File: src/sv/rcp_pkg.sv
`timescale 1ns / 1ps

package rcp_pkg;

    // packet layout
    localparam int PKT_DATA_BYTES = 15;
    localparam int PKT_BITS       = PKT_DATA_BYTES * 8;
    localparam int NUM_CHANNELS   = 12;
    localparam int CH_BITS        = 10;
    localparam logic [3:0] LAST_POS = 4'd15;

    // configuration register indexes
    localparam int CFG_IDX_W = 1;
    localparam logic [CFG_IDX_W-1:0] CFG_PROTOCOL_SELECT = 1'b0;
    localparam logic [CFG_IDX_W-1:0] CFG_LINK_CRC_POLY   = 1'b1;

    localparam logic [2:0] PROTO_MSP_V1   = 3'd1;
    localparam logic [2:0] PROTO_MSP_V2   = 3'd2;
    localparam logic [2:0] PROTOCOL_RESET = 3'd0;
    localparam logic [7:0] LINK_POLY_RESET = 8'h07;

    // result status codes
    localparam logic [1:0] ST_FRAME       = 2'd0;
    localparam logic [1:0] ST_CRC_BAD     = 2'd1;
    localparam logic [1:0] ST_PROTO_UNSUP = 2'd2;

    // frame layout
    localparam logic [5:0] V1_HDR_LEN   = 6'd5;
    localparam logic [5:0] V1_LAST_IDX  = 6'd29;
    localparam logic [5:0] V1_CK_FIRST  = 6'd3;
    localparam logic [5:0] V2_HDR_LEN   = 6'd8;
    localparam logic [5:0] V2_LAST_IDX  = 6'd32;
    localparam logic [10:0] CHANNEL_OFFSET = 11'd1000;
    localparam logic [7:0] DVB_S2_POLY  = 8'hD5;

    typedef enum logic [1:0] {
        JOB_MSP_V1,
        JOB_MSP_V2,
        JOB_CRC_BAD,
        JOB_UNSUP
    } t_job_kind;

    typedef struct packed {
        t_job_kind           kind;
        logic [PKT_BITS-1:0] data;
    } t_job;

    // one byte of an MSB-first CRC-8, init and final XOR handled by the caller
    function automatic logic [7:0] crc8_byte(input logic [7:0] crc,
                                             input logic [7:0] data,
                                             input logic [7:0] poly);
        logic [7:0] c;
        c = crc ^ data;
        for (int k = 0; k < 8; k++) begin
            if (c[7]) begin
                c = {c[6:0], 1'b0} ^ poly;
            end else begin
                c = {c[6:0], 1'b0};
            end
        end
        return c;
    endfunction

    function automatic logic [7:0] v1_header(input logic [5:0] idx);
        logic [7:0] b;
        case (idx)
            6'd0:    b = 8'h24;
            6'd1:    b = 8'h4d;
            6'd2:    b = 8'h3c;
            6'd3:    b = 8'h18;
            6'd4:    b = 8'hc8;
            default: b = 8'h00;
        endcase
        return b;
    endfunction

    function automatic logic [7:0] v2_header(input logic [5:0] idx);
        logic [7:0] b;
        case (idx)
            6'd0:    b = 8'h24;
            6'd1:    b = 8'h58;
            6'd2:    b = 8'h3c;
            6'd4:    b = 8'hc8;
            6'd6:    b = 8'h18;
            default: b = 8'h00;
        endcase
        return b;
    endfunction

endpackage

File: src/sv/rcp_in_if.sv
`timescale 1ns / 1ps

interface rcp_in_if;
    logic       valid;
    logic       ready;
    logic [7:0] in_byte;
    logic       packet_start;

    modport source (output valid, output in_byte, output packet_start, input ready);
    modport sink   (input valid, input in_byte, input packet_start, output ready);
endinterface

File: src/sv/rcp_out_if.sv
`timescale 1ns / 1ps

interface rcp_out_if;
    logic       valid;
    logic       ready;
    logic [7:0] out_byte;
    logic       frame_last;
    logic [1:0] status;

    modport source (output valid, output out_byte, output frame_last, output status,
                    input ready);
    modport sink   (input valid, input out_byte, input frame_last, input status,
                    output ready);
endinterface

File: src/sv/rcp_front.sv
`timescale 1ns / 1ps

module rcp_front (
    input  logic                          i_clk,
    input  logic                          i_rst_n,
    input  logic                          i_cfg_we,
    input  logic [rcp_pkg::CFG_IDX_W-1:0] i_cfg_idx,
    input  logic [7:0]                    i_cfg_data,
    rcp_in_if.sink                        i_in,
    input  logic                          i_job_ready,
    output logic                          o_job_valid,
    output rcp_pkg::t_job                 o_job
);
    import rcp_pkg::*;

    logic [2:0] r_protocol;
    logic [7:0] r_poly;
    logic [3:0] r_pos;
    logic [3:0] n_pos;
    logic [7:0] r_crc;
    logic [7:0] n_crc;
    logic [7:0] r_store [PKT_DATA_BYTES];

    logic       accept;
    logic [3:0] pos_eff;
    logic [7:0] crc_eff;
    logic       is_check_byte;

    // configuration registers
    always_ff @(posedge i_clk) begin
        if (!i_rst_n) begin
            r_protocol <= PROTOCOL_RESET;
            r_poly     <= LINK_POLY_RESET;
        end else if (i_cfg_we) begin
            case (i_cfg_idx)
                CFG_PROTOCOL_SELECT: r_protocol <= i_cfg_data[2:0];
                CFG_LINK_CRC_POLY:   r_poly     <= i_cfg_data;
                default:             r_poly     <= r_poly;
            endcase
        end
    end

    // a start mark realigns position and restarts the CRC
    assign i_in.ready    = i_job_ready;
    assign accept        = i_in.valid && i_in.ready;
    assign pos_eff       = i_in.packet_start ? 4'd0 : r_pos;
    assign crc_eff       = i_in.packet_start ? 8'd0 : r_crc;
    assign is_check_byte = (pos_eff == LAST_POS);

    always_comb begin
        n_pos = r_pos;
        n_crc = r_crc;
        if (accept) begin
            if (is_check_byte) begin
                n_pos = 4'd0;
                n_crc = 8'd0;
            end else begin
                n_pos = pos_eff + 4'd1;
                n_crc = crc8_byte(crc_eff, i_in.in_byte, r_poly);
            end
        end
    end

    always_ff @(posedge i_clk) begin
        if (!i_rst_n) begin
            r_pos <= 4'd0;
            r_crc <= 8'd0;
        end else begin
            r_pos <= n_pos;
            r_crc <= n_crc;
        end
    end

    // hold packet bytes 0..14
    always_ff @(posedge i_clk) begin
        if (accept && !is_check_byte) begin
            r_store[pos_eff] <= i_in.in_byte;
        end
    end

    // classify the packet on its check byte
    always_comb begin
        o_job_valid = accept && is_check_byte;
        for (int j = 0; j < PKT_DATA_BYTES; j++) begin
            o_job.data[8*j +: 8] = r_store[j];
        end
        if (crc_eff != i_in.in_byte) begin
            o_job.kind = JOB_CRC_BAD;
        end else if (r_protocol == PROTO_MSP_V1) begin
            o_job.kind = JOB_MSP_V1;
        end else if (r_protocol == PROTO_MSP_V2) begin
            o_job.kind = JOB_MSP_V2;
        end else begin
            o_job.kind = JOB_UNSUP;
        end
    end

    a_pos_range: assert property (@(posedge i_clk) disable iff (!i_rst_n)
        (r_pos <= LAST_POS) && (r_pos != 4'd0 || r_crc == 8'd0))
        else $error("front position or CRC out of step");

endmodule

File: src/sv/rcp_queue.sv
`timescale 1ns / 1ps

module rcp_queue #(
    parameter int DEPTH = 2
) (
    input  logic          i_clk,
    input  logic          i_rst_n,
    input  logic          i_push,
    input  rcp_pkg::t_job i_job,
    output logic          o_push_ready,
    output logic          o_pop_valid,
    output rcp_pkg::t_job o_job,
    input  logic          i_pop
);
    import rcp_pkg::*;

    localparam int PTR_W = $clog2(DEPTH);
    localparam int CNT_W = $clog2(DEPTH + 1);
    localparam logic [PTR_W-1:0] PTR_LAST = PTR_W'(DEPTH - 1);
    localparam logic [CNT_W-1:0] CNT_FULL = CNT_W'(DEPTH);

    t_job             r_mem [DEPTH];
    logic [PTR_W-1:0] r_wp;
    logic [PTR_W-1:0] r_rp;
    logic [CNT_W-1:0] r_cnt;
    logic             do_push;
    logic             do_pop;

    assign o_push_ready = (r_cnt != CNT_FULL);
    assign o_pop_valid  = (r_cnt != '0);
    assign o_job        = r_mem[r_rp];
    assign do_push      = i_push && o_push_ready;
    assign do_pop       = i_pop && o_pop_valid;

    always_ff @(posedge i_clk) begin
        if (do_push) begin
            r_mem[r_wp] <= i_job;
        end
    end

    // advance pointers and count
    always_ff @(posedge i_clk) begin
        if (!i_rst_n) begin
            r_wp  <= '0;
            r_rp  <= '0;
            r_cnt <= '0;
        end else begin
            if (do_push) begin
                r_wp <= (r_wp == PTR_LAST) ? '0 : r_wp + PTR_W'(1);
            end
            if (do_pop) begin
                r_rp <= (r_rp == PTR_LAST) ? '0 : r_rp + PTR_W'(1);
            end
            case ({do_push, do_pop})
                2'b10:   r_cnt <= r_cnt + CNT_W'(1);
                2'b01:   r_cnt <= r_cnt - CNT_W'(1);
                default: r_cnt <= r_cnt;
            endcase
        end
    end

    a_no_overflow: assert property (@(posedge i_clk) disable iff (!i_rst_n)
        !(i_push && !o_push_ready))
        else $error("job pushed into a full queue");

    a_cnt_ptrs: assert property (@(posedge i_clk) disable iff (!i_rst_n)
        (r_cnt <= CNT_FULL) && ((r_cnt != '0 && r_cnt != CNT_FULL) || r_wp == r_rp))
        else $error("queue count and pointers disagree");

endmodule

File: src/sv/rcp_back.sv
`timescale 1ns / 1ps

module rcp_back (
    input  logic          i_clk,
    input  logic          i_rst_n,
    input  logic          i_job_valid,
    input  rcp_pkg::t_job i_job,
    output logic          o_job_pop,
    rcp_out_if.source     o_out
);
    import rcp_pkg::*;

    logic                r_busy;
    t_job_kind           r_kind;
    logic [PKT_BITS-1:0] r_data;
    logic [5:0]          r_idx;
    logic [7:0]          r_ck;

    logic       r_out_valid;
    logic [7:0] r_out_byte;
    logic       r_out_last;
    logic [1:0] r_out_status;

    logic         out_free;
    logic         step;
    logic [5:0]   off;
    logic [3:0]   ch_sel;
    logic [9:0]   ch_val;
    logic [10:0]  ch_sum;
    logic [7:0]   ch_byte;
    logic [7:0]   gen_byte;
    logic         gen_last;
    logic [1:0]   gen_status;
    logic [7:0]   n_ck;

    assign out_free  = !r_out_valid || o_out.ready;
    assign step      = r_busy && out_free;
    assign o_job_pop = !r_busy;

    // pick the channel slice for the current byte, offset it
    always_comb begin
        off = r_idx - ((r_kind == JOB_MSP_V2) ? V2_HDR_LEN : V1_HDR_LEN);
        ch_sel  = off[4:1];
        ch_val  = r_data[ch_sel*CH_BITS +: CH_BITS];
        ch_sum  = {1'b0, ch_val} + CHANNEL_OFFSET;
        ch_byte = off[0] ? ch_sum[7:0] : {5'd0, ch_sum[10:8]};
    end

    // generate one frame byte and, for MSP frames, fold it into the checksum
    always_comb begin
        gen_byte   = 8'd0;
        gen_last   = 1'b1;
        gen_status = ST_FRAME;
        n_ck       = r_ck;
        case (r_kind)
            JOB_MSP_V1: begin
                if (r_idx < V1_HDR_LEN) begin
                    gen_byte = v1_header(r_idx);
                end else if (r_idx < V1_LAST_IDX) begin
                    gen_byte = ch_byte;
                end else begin
                    gen_byte = r_ck;
                end
                gen_last = (r_idx == V1_LAST_IDX);
                if (r_idx >= V1_CK_FIRST && r_idx < V1_LAST_IDX) begin
                    n_ck = r_ck ^ gen_byte;
                end
            end
            JOB_MSP_V2: begin
                if (r_idx < V2_HDR_LEN) begin
                    gen_byte = v2_header(r_idx);
                end else if (r_idx < V2_LAST_IDX) begin
                    gen_byte = ch_byte;
                end else begin
                    gen_byte = r_ck;
                end
                gen_last = (r_idx == V2_LAST_IDX);
                if (r_idx < V2_LAST_IDX) begin
                    n_ck = crc8_byte(r_ck, gen_byte, DVB_S2_POLY);
                end
            end
            JOB_CRC_BAD: gen_status = ST_CRC_BAD;
            JOB_UNSUP:   gen_status = ST_PROTO_UNSUP;
            default:     gen_status = ST_PROTO_UNSUP;
        endcase
    end

    // job sequencer
    always_ff @(posedge i_clk) begin
        if (!i_rst_n) begin
            r_busy <= 1'b0;
        end else if (step && gen_last) begin
            r_busy <= 1'b0;
        end else if (!r_busy && i_job_valid) begin
            r_busy <= 1'b1;
        end
    end

    always_ff @(posedge i_clk) begin
        if (!r_busy && i_job_valid) begin
            r_kind <= i_job.kind;
            r_data <= i_job.data;
            r_idx  <= 6'd0;
            r_ck   <= 8'd0;
        end else if (step) begin
            r_idx <= r_idx + 6'd1;
            r_ck  <= n_ck;
        end
    end

    // output register
    always_ff @(posedge i_clk) begin
        if (!i_rst_n) begin
            r_out_valid <= 1'b0;
        end else if (step) begin
            r_out_valid <= 1'b1;
        end else if (o_out.ready) begin
            r_out_valid <= 1'b0;
        end
    end

    always_ff @(posedge i_clk) begin
        if (step) begin
            r_out_byte   <= gen_byte;
            r_out_last   <= gen_last;
            r_out_status <= gen_status;
        end
    end

    assign o_out.valid      = r_out_valid;
    assign o_out.out_byte   = r_out_byte;
    assign o_out.frame_last = r_out_last;
    assign o_out.status     = r_out_status;

    a_idx_range: assert property (@(posedge i_clk) disable iff (!i_rst_n)
        r_busy |-> (r_idx <= V2_LAST_IDX) &&
                   ((r_kind != JOB_CRC_BAD && r_kind != JOB_UNSUP) || r_idx == 6'd0))
        else $error("frame byte index out of range");

    a_status_word: assert property (@(posedge i_clk) disable iff (!i_rst_n)
        (r_out_valid && r_out_status != ST_FRAME) |-> (r_out_last && r_out_byte == 8'd0))
        else $error("status word is not a lone zero word");

endmodule

File: src/sv/rc_packet_to_msp_frame_core.sv
`timescale 1ns / 1ps

// Radio control packet to MSP_SET_RAW_RC frame generator.
// Input channel i_in: one packet byte per word, packet_start marks byte 0.
// Bytes 0..14 are stored and CRC-8 checked against byte 15 (poly from
// register 1). Register 0 picks MSPv1 (30-byte frame) or MSPv2 (33-byte).
// Output channel o_out: one frame byte per word, frame_last on the final
// word of a packet; a bad CRC or unsupported protocol gives one zero word
// with a nonzero status.
// Throughput: one input word per cycle while the job queue has room, one
// output word per cycle while o_out is ready; a good packet's 16 input
// words yield 30 or 33 output words, so the output side sets the
// sustained rate. The queue holds QDEPTH finished packets.
// The first frame word passes the queue, the generator's job registers
// and output register after the check byte; the generator idles between
// frames to load a job. When o_out stalls, the output register holds and
// the queue fills; the input then stalls on every word while it is full.
// Reset (synchronous): position and CRC cleared, queue emptied, protocol 0
// (unsupported), link polynomial 0x07. No clearing pass is needed.
module rc_packet_to_msp_frame_core #(
    parameter int QDEPTH = 2
) (
    input  logic                          i_clk,
    input  logic                          i_rst_n,
    input  logic                          i_cfg_we,
    input  logic [rcp_pkg::CFG_IDX_W-1:0] i_cfg_idx,
    input  logic [7:0]                    i_cfg_data,
    rcp_in_if.sink                        i_in,
    rcp_out_if.source                     o_out
);
    import rcp_pkg::*;

    logic push_valid;
    logic push_ready;
    t_job push_job;
    logic pop_valid;
    logic pop;
    t_job pop_job;

    rcp_front u_front (
        .i_clk       (i_clk),
        .i_rst_n     (i_rst_n),
        .i_cfg_we    (i_cfg_we),
        .i_cfg_idx   (i_cfg_idx),
        .i_cfg_data  (i_cfg_data),
        .i_in        (i_in),
        .i_job_ready (push_ready),
        .o_job_valid (push_valid),
        .o_job       (push_job)
    );

    rcp_queue #(
        .DEPTH (QDEPTH)
    ) u_queue (
        .i_clk        (i_clk),
        .i_rst_n      (i_rst_n),
        .i_push       (push_valid),
        .i_job        (push_job),
        .o_push_ready (push_ready),
        .o_pop_valid  (pop_valid),
        .o_job        (pop_job),
        .i_pop        (pop)
    );

    rcp_back u_back (
        .i_clk       (i_clk),
        .i_rst_n     (i_rst_n),
        .i_job_valid (pop_valid),
        .i_job       (pop_job),
        .o_job_pop   (pop),
        .o_out       (o_out)
    );

endmodule
File: src/flat_wrapper.sv
// flat-port wrapper written by rule: the top's interface ports become plain ports
module rc_packet_to_msp_frame_core_flat import rcp_pkg::*;
#(
    parameter int QDEPTH = 2
)
  (i_clk, i_rst_n, i_cfg_we, i_cfg_idx, i_cfg_data, i_in_valid, i_in_in_byte, i_in_packet_start, i_in_ready, o_out_valid, o_out_out_byte, o_out_frame_last, o_out_status, o_out_ready);
  rcp_in_if i_in_i ();
  rcp_out_if o_out_i ();
  input  logic i_clk;
  input  logic i_rst_n;
  input  logic i_cfg_we;
  input  logic [rcp_pkg::CFG_IDX_W-1:0] i_cfg_idx;
  input  logic [7:0] i_cfg_data;
  input wire logic [$bits(i_in_i.valid)-1:0] i_in_valid;
  input wire logic [$bits(i_in_i.in_byte)-1:0] i_in_in_byte;
  input wire logic [$bits(i_in_i.packet_start)-1:0] i_in_packet_start;
  output wire logic [$bits(i_in_i.ready)-1:0] i_in_ready;
  output wire logic [$bits(o_out_i.valid)-1:0] o_out_valid;
  output wire logic [$bits(o_out_i.out_byte)-1:0] o_out_out_byte;
  output wire logic [$bits(o_out_i.frame_last)-1:0] o_out_frame_last;
  output wire logic [$bits(o_out_i.status)-1:0] o_out_status;
  input wire logic [$bits(o_out_i.ready)-1:0] o_out_ready;
  assign i_in_i.valid = i_in_valid;
  assign i_in_i.in_byte = i_in_in_byte;
  assign i_in_i.packet_start = i_in_packet_start;
  assign i_in_ready = i_in_i.ready;
  assign o_out_valid = o_out_i.valid;
  assign o_out_out_byte = o_out_i.out_byte;
  assign o_out_frame_last = o_out_i.frame_last;
  assign o_out_status = o_out_i.status;
  assign o_out_i.ready = o_out_ready;
  rc_packet_to_msp_frame_core #(.QDEPTH(QDEPTH)) u_core (.i_clk(i_clk), .i_rst_n(i_rst_n), .i_cfg_we(i_cfg_we), .i_cfg_idx(i_cfg_idx), .i_cfg_data(i_cfg_data), .i_in(i_in_i), .o_out(o_out_i));
endmodule
File: config.mk
export PLATFORM = sky130hd
export DESIGN_NAME = rc_packet_to_msp_frame_core_flat
export DESIGN_NICKNAME = d
export VERILOG_FILES = /design/src/sv/rcp_pkg.sv /design/src/sv/rcp_in_if.sv /design/src/sv/rcp_out_if.sv /design/src/sv/rcp_front.sv /design/src/sv/rcp_queue.sv /design/src/sv/rcp_back.sv /design/src/sv/rc_packet_to_msp_frame_core.sv /design/src/flat_wrapper.sv
export SDC_FILE = /design/constraint.sdc
export NUM_CORES = 1
export LEC_CHECK = 0
export BUFFER_PORTS_ARGS = -buffer_cell sky130_fd_sc_hd__buf_4
export CAP_MARGIN = 20
export CORE_MARGIN = 2
export CORE_UTILIZATION = 45
export CTS_CLUSTER_DIAMETER = 120
export DETAILED_ROUTE_END_ITERATION = 8
export HOLD_SLACK_MARGIN = 0.08
export SYNTH_ARGS = -nofsm -noshare
export SYNTH_HDL_FRONTEND = slang
export SYNTH_HIERARCHICAL = 1
export SYNTH_SLANG_ARGS = --single-unit
export TNS_END_PERCENT = 30
File: constraint.sdc
create_clock -name i_clk -period 12.7 [get_ports i_clk]
set_clock_uncertainty 0.2 [all_clocks]
set_input_delay 2.54 -clock i_clk [delete_from_list [all_inputs] [get_ports i_clk]]
set_output_delay 2.54 -clock i_clk [all_outputs]
set_load 0.01 [all_outputs]
### After elaboration in Yosys (flattened, before gate mapping)

Memory sizes are Yosys's and may differ from the RTL's. A register that Yosys moved wholly into a read port is not among the register bits.
Cells that the tools add are included.

* register bits: 54
* bits in writable memories: 364
* output and inout bits: 13
* word-level logic and storage cells: 169
* memories: 2

* add/sub/neg operators: 8
* multipliers: 1
* $lt $le $gt $ge: 5
* equality and inequality tests: 19
* shift operators: 1
* muxes and demuxes: 76
* bitwise operators: 21
* reduce and logical (&&, ||, !) cells: 22

Memories
* u_core.u_queue.r_mem: words 2, width 122, rd ports 1, clocked after memory_dff 1, write ports 1, line rcp_queue.sv:22 `t_job r_mem [DEPTH];`
* u_core.u_front.r_store: words 15, width 8, rd ports 15, clocked after memory_dff 0, write ports 1, line rcp_front.sv:22 `logic [7:0] r_store [PKT_DATA_BYTES];`

Operator list (count)
* $mux W8: 55
* $shiftx A120 B9 Y10: 1
* $xor A8 B8 Y8: 11
* $pmux W8 S5: 2
* $not A5 Y5: 8
* $pmux W8 S2: 2
* $eq A6 B2 Y1 const B: 2
* $eq A6 B3 Y1 const B: 2
* $mux W4: 3
* $add A10 B10 Y11 const B: 1
* $logic_and A1 B1 Y1: 8
* $mux W1: 8
* $ne A8 B8 Y1: 1
* $pmux W2 S2: 2
* $reduce_bool A2 Y1: 4
* $mul A4 B3 Y7 const B: 1
* $add A6 B1 Y6 const B: 1
* $eq A2 B2 Y1 const B: 3
* $eq A6 B1 Y1 const B: 1
* $eq A6 B5 Y1 const B: 1
* $eq A6 B6 Y1 const B: 1
* $ge A6 B2 Y1 const B: 1
* $logic_not A6 Y1: 1
* $lt A6 B3 Y1 const B: 1
* 23 further kinds: 32

### Logic depth before layout (Yosys ltp)

Gate-level depths: netlist (run 1).

* depth after elaboration: 43
* mapped depth: 24
* mapped depth without buffers: 20

### By module

The synthesis (run 1) kept the hierarchy.

Modules (own cells, without submodules)
* rcp_queue: times used 1, cells each 404, area an instance 9062.4 µm², sequential area each 7427.1 µm²
* rcp_back: times used 1, cells each 624, area an instance 7674.9 µm², sequential area each 4314.1 µm²
* rcp_front: times used 1, cells each 584, area an instance 6954.2 µm², sequential area each 4063.9 µm²

### Worst setup path after synthesis (run 1)

OpenSTA, ideal clock, no wires.

* kind: in2reg
* start: in i_in_packet_start
* end: mem u_core/u_queue/r_mem[1][0] (netlist name), enable pin
* setup time: 0.496 ns
* arrival time: 6.485 ns
* slack: 5.519 ns
* stages on the path: 8
* cells stage by stage: buf_2 > inv_1 > nand2_1 > inv_1 > ha_1 > nand4_1 > nor2_1 > and3_1

* word-level cells in the longest chain between the ends: 6

RTL lines
* start, declared: line flat_wrapper.sv:16 `input wire logic [$bits(i_in_i.packet_start)-1:0] i_in_packet_start;`
* $mux W4: line rcp_front.sv:46 `assign pos_eff = i_in.packet_start ? 4'd0 : r_pos;`
* $eq A4 B4 Y1: line rcp_front.sv:48 `assign is_check_byte = (pos_eff == LAST_POS);`
* $logic_and A1 B1 Y1: line rcp_front.sv:83 `o_job_valid = accept && is_check_byte;`
* named net u_core.push_valid: line rc_packet_to_msp_frame_core.sv:33 `logic push_valid;`
* $logic_and A1 B1 Y1: line rcp_queue.sv:32 `assign do_push = i_push && o_push_ready;`
* $mux W1: line rcp_queue.sv:36 `if (do_push) begin`
* $mux W1 (not written as such): line rcp_queue.sv:37 `r_mem[r_wp] <= i_job;`
* end, declared: line rcp_queue.sv:22

The timed path passes the listed nets, and every way through them passes these cells.

### Final worst setup path (run 1)

* start: reg u_core.u_back.r_kind[0] (read register of u_core.u_queue.r_mem)
* end: reg u_core.u_back.r_ck[3]

* word-level cells in the longest chain between the ends: 39
* elaborated cells between the ends (all ways): 52
* classes of those cells: 2 x add/sub; 1 x mul; 3 x eq/ne; 1 x shift; 33 x mux; 9 x bitwise; 3 x reduce/logical

RTL lines
* start, declared: line rcp_back.sv:14 `t_job_kind r_kind;`
* $eq A2 B1 Y1: line rcp_back.sv:42, rcp_back.sv:55
* $mux W4: line rcp_back.sv:42 `off = r_idx - ((r_kind == JOB_MSP_V2) ? V2_HDR_LEN : V1_HDR_LEN);`
* $sub A5 B4 Y5: line rcp_back.sv:42
* $mul A4 B3 Y7: line rcp_back.sv:44 `ch_val = r_data[ch_sel*CH_BITS +: CH_BITS];`
* $shiftx A120 B9 Y10: line rcp_back.sv:44
* $add A10 B10 Y11: line rcp_back.sv:45 `ch_sum = {1'b0, ch_val} + CHANNEL_OFFSET;`
* $mux W8: line rcp_back.sv:46 `ch_byte = off[0] ? ch_sum[7:0] : {5'd0, ch_sum[10:8]};`
* $mux W8: line rcp_back.sv:72 `end else if (r_idx < V2_LAST_IDX) begin`
* (+23 left out)
* $mux W8 (on tied branches): line rcp_back.sv:55, rcp_back.sv:78
* $not A5 Y5 (no line) / $mux W8 (equally long branches)
* $mux W8: line rcp_pkg.sv:55 `if (c[7]) begin`
* $mux W8: line rcp_back.sv:78 `if (r_idx < V2_LAST_IDX) begin`
* $mux W8: line rcp_back.sv:55 `case (r_kind)`
* $mux W8: line rcp_pkg.sv:55
* $mux W8: line rcp_back.sv:78
* $pmux W8 S2: line rcp_back.sv:55
* end signal, assigned: line rcp_back.sv:107 `r_ck <= n_ck;`
* end, declared: line rcp_back.sv:17 `logic [7:0] r_ck;`

Parallel ways exist; a longest one is shown, timed or not. The select of a mux whose other input is x is not followed.
A chain may end at the register's enable or synchronous reset.

==> flow_metrics.py, run 1 <==
metrics = {
    "outcome": {
        "status": "finished, final reports clean",
    },
    "sta": {
        "worst_slew_pin_slew_ns": 1.041,
        "fin_crit_sh": 0.5636,
        "fmax_mhz": 139.7,
        "final_hold_viol_count": 0,
        "setup_viol": 0,
        "tns_ns": 0,
        "slew_headroom": 0.3057,
        "slew_viol_final": 0,
        "min_period_ns": 7.157,
        "rsz0062_at_grt": "no",
    },
    "floorplan": {
        "io_pins": 36,
        "die_h_um": 233.5,
        "fp.dieW_um": 233.5,
        "floorplan.initialDensity": 0.4526,
        "dieArea_um2": 54500,
        "rows": 84,
        "core-area_um2": 52340,
    },
    "pwr": {
        "p_sw_uw": 991.5,
        "comb_power_share": 0.129,
        "sw_frac_of_total": 0.2471,
        "power.share.sequential": 0.492,
        "p_leak_nw": 8.601,
        "internal-power_mw": 3.022,
        "irDropWorstVdd_mv": 0.1237,
        "power.total_mw": 4.013,
        "clockPowerShare": 0.379,
        "p_per_area_nw_per_um2": 153.4,
    },
    "critical_path": {
        "path_cells": "nor2b_2 -> inv_2 -> ha_1 -> ha_2 -> buf_4 -> mux2_2 -> a2111oi_0 -> a211oi_1 -> o21ai_0 -> nand2_1 -> ha_1 -> nor2b_1 -> nand2_1 -> nand2_1 -> xnor2_1 -> nor2_1 -> xnor3_1 -> xor2_2 -> xnor2_1 -> o22ai_1",
        "cp-end-kind": "flip-flop",
        "criticalPathCategory": "flip-flop to flip-flop",
        "required_ns": 12.93,
        "crit_start": "u_core/u_back/r_kind[0]",
        "slowest_stage": "edfxtp_1",
        "cp_max_fo": 46,
        "crit_top_cell": "nand2_1",
        "worstReg2RegEnd": "u_core/u_back/r_ck[3]",
        "reg2reg_depth": 20,
        "cp-start-kind": "flip-flop",
        "cp.arrival_ns": 7.39,
        "worst_path_largest_cell_delay_ns": 0.85,
        "rrSetupSlack_ns": 5.54,
        "reg2reg_from": "u_core/u_back/r_kind[0]",
    },
    "final_layout": {
        "final_util": 0.4999,
        "antenna_cells": 0,
        "fin_cells": 2360,
        "syn_to_final_growth_pct": 10.44,
        "design_area_um2": 26170,
        "drive_above_1_share": 0.1890,
        "fillCellCount": 4406,
        "fin_nets": 1667,
    },
    "place": {
        "place_area_um2": 24480,
        "hpwlAfterDp_um": 34560,
        "routabilityCongestion": 0.9102,
        "numPortBuffers": 35,
        "placedCellCount": 2262,
    },
    "route": {
        "drc_errors": 0,
        "wire_per_inst_um": 23.37,
        "num_vias": 13559,
        "vias_per_cell": 5.745,
        "antenna_left": 0,
        "drt-pass1-iter-count": 5,
        "drtIter0Drc": 1127,
        "totalWireLength_um": 55160,
    },
    "synthesis": {
        "synthArstFlopShare": 0,
        "synth.distinct_cells": 98,
        "avgSynthCellArea_um2": 14.70,
        "synth_warnings": 6,
        "yosysSeqAreaShare": 0.6671,
        "syn-instance-count": 1612,
        "ys_top_cells_by_area": "edfxtp_1 (63%), mux2_2 (6.1%), dfxtp_1 (3.7%)",
        "synth_area_um2": 23690,
        "synth_top_area_frac": 0.6299,
        "ys.flop_type": "edfxtp_1",
        "yosysTopAreaCell": "edfxtp_1",
        "synth_edf_count": 497,
        "mappedNetlistNets": 1648,
        "synth-seq-cells": 541,
    },
    "grt": {
        "antenna_found_initial": 2,
        "grt_pass1_wl_um": 83520,
        "grt_pass1_vias": 13306,
        "grt_usage": 0.2053,
        "grt_overflow": 0,
        "grt_max_degree": 76,
    },
    "clocking": {
        "h-tree-depth": 2,
        "holdBufCountCts": 0,
        "cts_tree": "done",
        "clock_sinks": 541,
        "cts_buffers": 55,
        "cts_resized": 0,
        "cts_root_buffer": "clkbuf_16",
        "worstSkewPairLatency_ns": 0.61,
        "post_cts.repair.setup_buffers": 0,
        "clkTransAtPathRegs_ns": 0.06,
        "clock_path_buffers": 3,
    },
    "worst_hold_path": {
        "hold_start": "u_core/u_front/r_store[13][0]",
        "whs_path_depth": 0,
        "holdPathEnd": "u_core/u_queue/r_mem[0][104]",
        "hold_class": "flip-flop to flip-flop",
    },
    "job": {
        "cap_violations": 0,
    },
}
through the flow:
| step | worst slack [ns] | hold WS [ns] |
|---|---|---|
| 2_1_floorplan | 5.519 | 0.2215 |
| 3_3_place_gp | 5.627 | 0.2215 |
| 3_5_place_dp | 5.461 | 0.2290 |
| 4_1_cts | 5.448 | 0.2336 |
| 5_1_grt | 5.024 | 0.2443 |
| 6_report | 5.543 | 0.2345 |
cell families (layout without fill, tap and decap cells):
group,count (synthesis),in the layout,share of synthesized area
AO/OA/AOI/OAI,276,276,0.08503
XOR/XNOR,77,77,0.03644
multiplexers,186,186,0.09490
buffers and inverters,112,172,0.02403
adder cells (fa/ha/maj),13,13,0.006866
flip-flops,541,541,0.6671
AND/OR/NAND/NOR,407,407,0.08561
power groups by stage:
stage                     Combinational [mW]  Clock, mW  Sequential [mW]
after floorplan                        0.414          0             1.99
after global placement                 0.511          0             2.01
after detailed placement               0.513          0             2.01
after CTS                              0.515       1.56             1.97
after global routing                   0.566       1.63             1.98
final                                  0.516       1.52             1.97
layout make-up:
cell class / count / area (µm²) / share of cell area
Sequential cell: 541 / 15810 / 0.6042
Multi-Input combinational cell: 959 / 7336 / 0.2804
Clock buffer: 75 / 1451 / 0.05547
Tap cell: 688 / 860.8 / 0.03290
Timing Repair Buffer: 51 / 382.9 / 0.01463
Clock inverter: 23 / 231.5 / 0.008847
Inverter: 23 / 93.84 / 0.003586
cells in the final DEF (no fill, tap or decap), types with 20 or more instances in the layout:
master | synthesis | routed
a21oi_1 | 47 | 47
and2_1 | 30 | 30
buf_4 | 9 | 51
clkbuf_1 | 51 | 20
clkbuf_16 | 0 | 55
dfxtp_1 | 44 | 43
edfxtp_1 | 497 | 497
mux2_2 | 129 | 129
mux2i_1 | 39 | 39
nand2_1 | 126 | 126
nand3_1 | 32 | 32
nor2_1 | 83 | 83
nor3_1 | 30 | 30
o21ai_0 | 53 | 53
xnor2_1 | 49 | 49
sequential cells by signal (all words and copies together) (netlist names), named ones only:
register,count
u_core/u_back/o_out.frame_last,1
u_core/u_back/o_out.out_byte,8
u_core/u_back/o_out.status,2
u_core/u_back/o_out.valid,1
u_core/u_back/r_busy,1
u_core/u_back/r_ck,8
u_core/u_back/r_data,120
u_core/u_back/r_idx,6
u_core/u_back/r_kind,2
u_core/u_front/r_crc,8
u_core/u_front/r_poly,8
u_core/u_front/r_pos,4
u_core/u_front/r_protocol,3
u_core/u_front/r_store,120
u_core/u_queue/r_cnt,2
u_core/u_queue/r_mem,244
u_core/u_queue/r_rp,1
u_core/u_queue/r_wp,1
cells in the mapped netlist, drive strengths merged (10+ instances only):
library cell / instances
nor2: 83
a31oi: 10
inv: 22
nor3: 30
nand4: 15
nand3: 32
nor2b: 17
xor2: 13
xnor2: 53
buf: 38
a211oi: 13
a21boi: 15
mux4: 18
xnor3: 11
edfxtp: 497
mux2i: 39
a211o: 15
mux2: 129
and2: 31
clkbuf: 51
a21oi: 50
o21ai: 60
nand2: 128
or3: 12
dfxtp: 44
ha: 13
worst max-delay path, delay by kind of cell, from the launching register on:
family / cells / cell delay [ns]
xor+xnor: 4 / 1.25
fa+ha+maj: 3 / 0.87
mux: 1 / 0.40
flops: 1 / 0.85
simple gates: 6 / 1.60
compound gates: 4 / 1.09
buf+inv: 2 / 0.73
metal layers:
layer,vias to the layer above,GRT usage,share of wire
met2,351,0.3386,0.48
met3,71,0.02710,0.042
met4,0,0.05063,0.019
met5,-,0,0
met1,6912,0.2891,0.46
li1,6225,-,-
worst max path at each step:
| stage | slack, ns | endpoint |
|---|---|---|
| after global placement | 5.63 | u_core/u_back/r_ck[0] |
| after floorplan | 5.52 | u_core/u_queue/r_mem[1][0] |
| after CTS | 5.45 | u_core/u_back/r_ck[0] |
| after global routing | 5.02 | u_core/u_back/r_ck[0] |
| final | 5.54 | u_core/u_back/r_ck[3] |
| after detailed placement | 5.46 | u_core/u_back/r_ck[0] |
No activity file was read; power rests on OpenSTA's default activity.
==> run 2: changes to the inputs <==
Clock period 12.7 ns to 6.7 ns, I/O delays scaled along.
==> run 2 against run 1 <==
- sequential share of layout area about the same
- global-route usage fell by 0.65 points
- critical endpoint is now u_core/u_back/r_ck[0]
- non-clock buffer count increased by 3
- cell count is essentially flat
- routed wire length fell by 2.7%
==> flow_metrics.py, run 2 (same netlist as run 1, synthesis figures left out) <==
metrics = {
    "critical_path": {
        "cp_max_fo": 14,
        "cp-start-kind": "flip-flop",
        "crit_start": "u_core/u_back/r_kind[1]",
        "cp.arrival_ns": 6.18,
        "worst_path_largest_cell_delay_ns": 0.66,
        "cp-end-kind": "flip-flop",
        "reg2reg_from": "u_core/u_back/r_kind[1]",
        "slowest_stage": "xnor2_1",
        "required_ns": 7.02,
        "path_cells": "nor2b_2 -> inv_2 -> buf_4 -> ha_1 -> nor4bb_1 -> a2111oi_2 -> xnor2_1 -> nor2_1 -> nand2_1 -> nand2_1 -> ha_1 -> a221oi_2 -> nor3b_2 -> xnor2_1 -> a211oi_2 -> mux2i_1 -> xnor3_1 -> or4b_1 -> o221ai_1",
        "criticalPathCategory": "flip-flop to flip-flop",
    },
    "route": {
        "num_vias": 13334,
        "wl_met1_um": 23980,
        "drc_errors": 0,
        "wire_per_inst_um": 22.74,
        "wl_met2_um": 26540,
        "drtIter0Drc": 1023,
        "top_layer_used": "met4",
        "antenna_left": 0,
        "drt-pass1-iter-count": 5,
        "totalWireLength_um": 53680,
        "vias_per_cell": 5.648,
        "route.met3.wl_um": 2009,
    },
    "grt": {
        "grt_pass1_vias": 13006,
        "antenna_found_initial": 0,
        "grt_max_degree": 123,
        "grt_pass1_wl_um": 80900,
        "grt_overflow": 0,
        "grt_usage": 0.1987,
    },
    "final_layout": {
        "final_common_cell": "edfxtp_1",
        "fin_nets": 1670,
        "largest_reg_flops": 244,
        "reg.largest.list": "u_core/u_queue/r_mem x244, u_core/u_back/r_data x120, u_core/u_front/r_store x120",
        "most-common-layout-cells": "edfxtp_1 (497), mux2_2 (129), nand2_1 (126)",
        "syn_to_final_growth_pct": 10.53,
        "drive_above_1_share": 0.1955,
        "top_register": "u_core/u_queue/r_mem",
        "final_util": 0.5003,
        "antenna_cells": 0,
    },
    "pwr": {
        "p_per_area_nw_per_um2": 287.3,
        "power.total_mw": 7.522,
        "irDropWorstVdd_mv": 0.1913,
        "p_leak_nw": 8.628,
    },
    "sta": {
        "layout_setup_ws_ns": 0.8368,
        "worst_slew_pin_slew_ns": 0.9412,
        "tns_ns": 0,
        "setup_viol": 0,
        "final_hold_viol_count": 0,
        "min_period_ns": 5.863,
        "rsz0062_at_grt": "no",
        "fmax_mhz": 170.6,
        "slew_viol_final": 0,
        "fin_crit_sh": 0.8751,
        "slew_headroom": 0.3725,
    },
    "outcome": {
        "status": "finished, final reports clean",
    },
    "floorplan": {
        "fp.dieW_um": 233.5,
        "core-area_um2": 52340,
        "dieArea_um2": 54500,
        "rows": 84,
        "die_h_um": 233.5,
        "floorplan.initialDensity": 0.4526,
        "io_pins": 36,
    },
    "clocking": {
        "cts_tree": "done",
        "cts_resized": 0,
        "worstSkewPairLatency_ns": 0.60,
        "cts_root_buffer": "clkbuf_16",
        "holdBufCountCts": 0,
        "h-tree-depth": 2,
        "post_cts.repair.setup_buffers": 0,
        "clkTransAtPathRegs_ns": 0.06,
        "clock_path_buffers": 3,
        "cts_buffers": 55,
        "clock_sinks": 541,
    },
    "place": {
        "post-place-ws_ns": 0.7610,
        "routabilityCongestion": 0.8753,
        "numPortBuffers": 35,
        "hpwlAfterDp_um": 33330,
    },
    "worst_hold_path": {
        "hold_class": "flip-flop to flip-flop",
        "hold_start": "u_core/u_front/r_store[1][3]",
    },
    "job": {
        "cap_violations": 0,
    },
}
[run 2: per-stage QoR]
step | cells | hold WS, ns | area, µm²
after floorplan | 1612 | 0.2215 | 23690
after global placement | 2265 | 0.2217 | 24550
after detailed placement | 2265 | 0.2291 | 24550
after CTS | 2361 | 0.2404 | 26190
after global routing | 2361 | 0.2479 | 26190
final | 2361 | 0.2411 | 26190
[run 2: final cells by class]
cell class / instances / area [µm²]
clock buffers: 65 / 1435
clock inverters: 31 / 196.4
fillers: 4414 / 26150
inverters: 23 / 93.84
multi-input cells: 959 / 7336
flip-flops and latches: 541 / 15810
well taps: 688 / 860.8
repair buffers: 54 / 455.4
[run 2: report_power, final]
part           switching, mW  leakage, nW  internal, mW
registers             0.0657         4.84          3.68
logic                  0.555         2.99         0.423
clock network           1.24        0.795          1.56
[run 2: critical path, delay by kind of cell (launching register included)]
family,cells,cell delay [ns]
AO/OA/AOI/OAI,4,0.77
AND/OR/NAND/NOR,7,1.73
flip-flops,1,0.60
adder cells (fa/ha/maj),2,0.60
buffers and inverters,2,0.24
XOR/XNOR,3,1.15
multiplexers,1,0.51
[run 2: routing by layer]
layer,up-vias,global-route usage
met5,-,0
met4,0,0.05498
met3,73,0.02734
met2,287,0.3338
met1,6749,0.2714
li1,6225,-
[run 2: worst paths after layout]
kind	to	slack, ns	cells after the start
worst min-delay path	u_core/u_queue/r_mem[1][11]	0.24	0
worst min register to register	u_core/u_queue/r_mem[1][11]	0.24	0
worst max-delay path	u_core/u_back/r_ck[0]	0.84	19
worst max register to register	u_core/u_back/r_ck[0]	0.84	19
